**src/hw/rtl/c8ie_pkg.sv**
```systemverilog
// ----------------------------------------------------------------------------
// c8ie_pkg
// Shared types, codes and helpers for the chip-8 instruction execute block.
// ----------------------------------------------------------------------------
package c8ie_pkg;

  localparam int MemBytes     = 4096;
  localparam int ScreenWidth  = 64;
  localparam int ScreenHeight = 32;
  localparam int KeyCount     = 16;
  localparam int StackDepth   = 16;

  localparam int AddrW = $clog2(MemBytes);
  localparam int RowW  = $clog2(ScreenHeight);
  localparam int ColW  = $clog2(ScreenWidth);

  // command codes
  localparam logic [2:0] CMD_EXEC    = 3'd0;
  localparam logic [2:0] CMD_MEM_WR  = 3'd1;
  localparam logic [2:0] CMD_MEM_RD  = 3'd2;
  localparam logic [2:0] CMD_ROW_RD  = 3'd3;
  localparam logic [2:0] CMD_TICK    = 3'd4;
  localparam logic [2:0] CMD_REG_RD  = 3'd5;

  // opcode groups (top nibble)
  localparam logic [3:0] OP_SYS  = 4'h0;
  localparam logic [3:0] OP_JP   = 4'h1;
  localparam logic [3:0] OP_CALL = 4'h2;
  localparam logic [3:0] OP_SEI  = 4'h3;
  localparam logic [3:0] OP_SNEI = 4'h4;
  localparam logic [3:0] OP_SER  = 4'h5;
  localparam logic [3:0] OP_LDI  = 4'h6;
  localparam logic [3:0] OP_ADDI = 4'h7;
  localparam logic [3:0] OP_ALU  = 4'h8;
  localparam logic [3:0] OP_SNER = 4'h9;
  localparam logic [3:0] OP_LDIX = 4'hA;
  localparam logic [3:0] OP_JPV0 = 4'hB;
  localparam logic [3:0] OP_RND  = 4'hC;
  localparam logic [3:0] OP_DRW  = 4'hD;
  localparam logic [3:0] OP_KEY  = 4'hE;
  localparam logic [3:0] OP_MISC = 4'hF;

  localparam logic [15:0] INS_CLS = 16'h00E0;
  localparam logic [15:0] INS_RET = 16'h00EE;

  // 8xyN sub codes
  localparam logic [3:0] SUB_MOV = 4'h0;
  localparam logic [3:0] SUB_OR  = 4'h1;
  localparam logic [3:0] SUB_AND = 4'h2;
  localparam logic [3:0] SUB_XOR = 4'h3;
  localparam logic [3:0] SUB_ADD = 4'h4;
  localparam logic [3:0] SUB_SUB = 4'h5;
  localparam logic [3:0] SUB_SHR = 4'h6;
  localparam logic [3:0] SUB_SBN = 4'h7;
  localparam logic [3:0] SUB_SHL = 4'hE;

  // Ex and Fx low byte codes
  localparam logic [7:0] KK_SKP  = 8'h9E;
  localparam logic [7:0] KK_SKNP = 8'hA1;
  localparam logic [7:0] KK_GDT  = 8'h07;
  localparam logic [7:0] KK_WKEY = 8'h0A;
  localparam logic [7:0] KK_SDT  = 8'h15;
  localparam logic [7:0] KK_SST  = 8'h18;
  localparam logic [7:0] KK_ADDI = 8'h1E;
  localparam logic [7:0] KK_FONT = 8'h29;
  localparam logic [7:0] KK_BCD  = 8'h33;
  localparam logic [7:0] KK_STR  = 8'h55;
  localparam logic [7:0] KK_LDR  = 8'h65;

  typedef enum logic [3:0] {
    ALU_PASS, ALU_OR, ALU_AND, ALU_XOR, ALU_ADD, ALU_SUB, ALU_SHR, ALU_SHL
  } alu_op_t;

  typedef enum logic [3:0] {
    ST_IDLE, ST_RDX, ST_RDY, ST_EXEC, ST_DRAW_RD, ST_DRAW_WR,
    ST_BCD, ST_STORE, ST_LOAD_RD, ST_LOAD_WR, ST_DONE
  } state_t;

  typedef struct packed {
    logic [2:0]  cmd;
    logic [15:0] instruction;
    logic [11:0] address;
    logic [7:0]  write_data;
    logic [15:0] key_state;
    logic [7:0]  random_byte;
  } in_t;

  typedef struct packed {
    logic [11:0] program_counter;
    logic [11:0] index_value;
    logic [7:0]  read_data;
    logic [63:0] display_row;
    logic        waiting_for_key;
    logic        sound_active;
  } out_t;

  // hundreds, tens, ones of a byte by compare and subtract
  function automatic logic [11:0] bcd_digits(input logic [7:0] v);
    logic [7:0] r;
    logic [3:0] h;
    logic [3:0] t;
    begin
      h = 4'd0;
      r = v;
      if (r >= 8'd200) begin
        h = 4'd2;
        r = r - 8'd200;
      end else if (r >= 8'd100) begin
        h = 4'd1;
        r = r - 8'd100;
      end
      t = 4'd0;
      for (int k = 9; k >= 1; k--) begin
        if (t == 4'd0 && r >= 8'(k * 10)) t = 4'(k);
      end
      r = r - ({4'd0, t} * 8'd10);
      bcd_digits = {h, t, r[3:0]};
    end
  endfunction

endpackage

```
**src/hw/rtl/c8ie_alu.sv**
```systemverilog
// ----------------------------------------------------------------------------
// c8ie_alu
// Shared 8-bit arithmetic and logic unit with carry, not-borrow and shift flag.
// ----------------------------------------------------------------------------
module c8ie_alu (
  input  c8ie_pkg::alu_op_t op,
  input  logic [7:0]        a,
  input  logic [7:0]        b,
  output logic [7:0]        res,
  output logic              flag
);

  import c8ie_pkg::*;

  logic [8:0] sum;

  assign sum = {1'b0, a} + {1'b0, b};

  // operation select
  always_comb begin
    res  = b;
    flag = 1'b0;
    case (op)
      ALU_PASS: res = b;
      ALU_OR:   res = a | b;
      ALU_AND:  res = a & b;
      ALU_XOR:  res = a ^ b;
      ALU_ADD: begin
        res  = sum[7:0];
        flag = sum[8];
      end
      ALU_SUB: begin
        res  = a - b;
        flag = (a >= b);
      end
      ALU_SHR: begin
        res  = {1'b0, a[7:1]};
        flag = a[0];
      end
      ALU_SHL: begin
        res  = {a[6:0], 1'b0};
        flag = a[7];
      end
      default: res = b;
    endcase
  end

endmodule

```
**config.mk**
```make
export PLATFORM = sky130hd
export DESIGN_NAME = c8ie_alu
export DESIGN_NICKNAME = d
export VERILOG_FILES = /design/src/hw/rtl/c8ie_pkg.sv /design/src/hw/rtl/c8ie_alu.sv
export SDC_FILE = /design/constraint.sdc
export NUM_CORES = 1
export LEC_CHECK = 0
export ABC_AREA = 1
export BUFFER_PORTS_ARGS = -buffer_cell sky130_fd_sc_hd__clkbuf_2
export CORE_UTILIZATION = 45
export DETAILED_ROUTE_END_ITERATION = 6
export PLACE_DENSITY = 0.67
export SYNTH_ARGS = -nofsm -noshare
export SYNTH_HDL_FRONTEND = slang
export SYNTH_SLANG_ARGS = --single-unit
```
**constraint.sdc**
```tcl
create_clock -name vclk -period 3.3
set_input_delay 0.495 -clock vclk [all_inputs]
set_output_delay 0.495 -clock vclk [all_outputs]
set_load 0.05 [all_outputs]
```
==> flow_metrics.py <==
metrics = {
    "outcome": {
        "status": "completed",
    },
    "critical_path": {
        "crit_family": "buffers and inverters",
        "path_cells": "clkbuf_2 > inv_1 > ha_1 > inv_1 > fa_1 > nand2_1 > nand2_1 > nand2_1 > nand3_1 > nand2_1 > nor2_1 > nor2_1 > clkbuf_2",
        "crit_path_top_delay_cell": "fa_1",
        "cpMostUsedCell": "nand2_1",
        "critPathMaxStageDelay_ns": 0.42,
        "required_ns": 2.80,
        "critical_path_buf_inv_count": 4,
        "crit_path_end_kind": "primary output",
        "cp-start-kind": "primary input",
        "cp_max_fo": 5,
        "worstSetupPathType": "in -> out",
        "arrival_ns": 2.26,
    },
    "yosys": {
        "yosysTopAreaCell": "ha_1",
        "syn_area_um2": 1539,
        "syn-instance-count": 274,
        "synth_cell_types": 31,
        "synth_top_area_frac": 0.2195,
        "yosysWarnings": 0,
        "syn_nets": 323,
        "synth.area.top_cells": "ha_1 22%, nand2_1 14%, nand3_1 13%, inv_1 10%, nor2_1 9.0%",
        "syn_area_per_cell_um2": 5.617,
        "synth_seq_area_share": 0,
    },
    "finish": {
        "layout.nets": 350,
        "nFillCells": 376,
        "drive_gt1_frac": 0.1538,
        "seq_cells": 0,
        "register_area_um2": 0,
        "multiInputGateArea_um2": 1318,
        "syn2layout_area_growth_pct": 11.06,
        "n_antenna_cell": 0,
        "most-common-layout-cells": "59 x nand2_1, 43 x inv_1, 41 x nand3_1, 37 x nor2_1, 29 x clkbuf_2",
        "clock_buffers": 0,
        "final_common_cell": "nand2_1",
    },
    "run": {
        "max_cap_violations": 0,
    },
    "detailed_routing": {
        "wl_per_cell_um": 13.02,
        "drc": 0,
        "ant_nets": 0,
        "drt-total-wl_um": 4467,
        "dr_total_vias": 1852,
        "drtIter0Drc": 130,
        "vias_per_cell": 5.399,
        "drt-pass1-iter-count": 4,
    },
    "timing": {
        "rsz0062_at_grt": "false",
        "finalWorstSetupSlack_ns": 0.5403,
        "setup_viol_count_final": 0,
        "max_freq_mhz": 362.4,
        "fin_crit_sh": 0.8363,
        "period_minus_slack_ns": 2.760,
        "slew_violations": 0,
        "tightestPinTransition_ns": 0.3743,
        "hold_viol_final": 0,
        "max_slew_margin": 0.7483,
        "final.setup.tns_ns": 0,
    },
    "clocking": {
        "post_cts_buffers": 0,
        "post_cts_resized": 0,
        "hold_buffers": 0,
    },
    "floorplanning": {
        "die_w_um": 60.48,
        "io_pins": 29,
        "std_cell_rows": 20,
        "start_util": 0.4881,
        "fp.dieH_um": 60.48,
        "die_area_um2": 3658,
        "fp.coreArea_um2": 3153,
    },
    "grt": {
        "grt_start_max_net_pins": 14,
        "grt_first_pass_wirelength_um": 7286,
        "overflow": 0,
        "track_usage": 0.2639,
        "antenna_found_initial": 0,
        "grt_pass1_vias": 1551,
    },
    "min_path": {
        "hp-class": "in -> out",
    },
    "place": {
        "dp_hpwl_um": 3745,
        "gp_congestion": 1.001,
        "io_buffer_count": 29,
        "place_ws_ns": 0.5798,
    },
    "power": {
        "ir_drop_v": 0.00007477,
        "p_per_area_nw_per_um2": 161.9,
        "fin_total_pwr_uw": 276.7,
        "p_leak_uw": 0.0009791,
    },
}
-- path summary, 6_finish.rpt --
path	from	to	slack [ns]	cells after the start
hold / removal	b[5]	res[5]	1.46	4
setup / recovery	a[0]	res[4]	0.54	13
-- synth_stat cells, types with 3 or more instances --
library cell and n:
inv_1 43, inv_2 3, o21ai_0 5, nand3b_1 4
nand2_1 59, nor2_1 37, buf_2 3, nor3_1 6
o211ai_1 3, nand4_1 5, ha_1 27, o22ai_1 6
nand2_2 4, nor2_4 3, a21oi_1 7, nand3_1 41
-- metal layers --
layer  GRT usage  part of all wire  routed length (µm)
met5           0                 0                   0
met4     0.05844             0.026                 117
met3    0.004264             0.088                 393
met2      0.3940              0.41                1850
met1      0.4182              0.47                2105
-- power breakdown --
| group | switching (µW) | internal, µW |
|---|---|---|
| registers | 0 | 0 |
| logic | 193 | 83.7 |
| clock network | 0 | 0 |
| total | 193 | 83.7 |
-- area by class of cell --
cell class                 instances  share of cell area
tap                               44             0.03221
multi-input combinational        221              0.7709
timing repair buffer              31             0.09370
inverter                          47              0.1032
-- through the flow --
| stage | hold WS, ns | cell area [µm²] | util | instances |
|---|---|---|---|---|
| 6_report | 1.459 | 1709 | 0.5421 | 343 |
| 5_1_grt | 1.487 | 1709 | 0.5421 | 343 |
| 4_1_cts | 1.462 | 1709 | 0.5421 | 343 |
| 3_5_place_dp | 1.461 | 1709 | 0.5421 | 343 |
| 3_3_place_gp | 1.458 | 1709 | 0.5421 | 343 |
| 2_1_floorplan | 1.268 | 1539 | - | 274 |
-- cells by family (layout without fill, tap and decap cells) --
logic type | after synthesis | in the layout | synth area share
xor+xnor | 1 | 1 | 0.005692
fa+ha+maj | 29 | 29 | 0.2455
compound gates | 28 | 28 | 0.1195
buf+inv | 53 | 78 | 0.1439
simple gates | 163 | 163 | 0.4854
(Power assumes the default switching activity.)
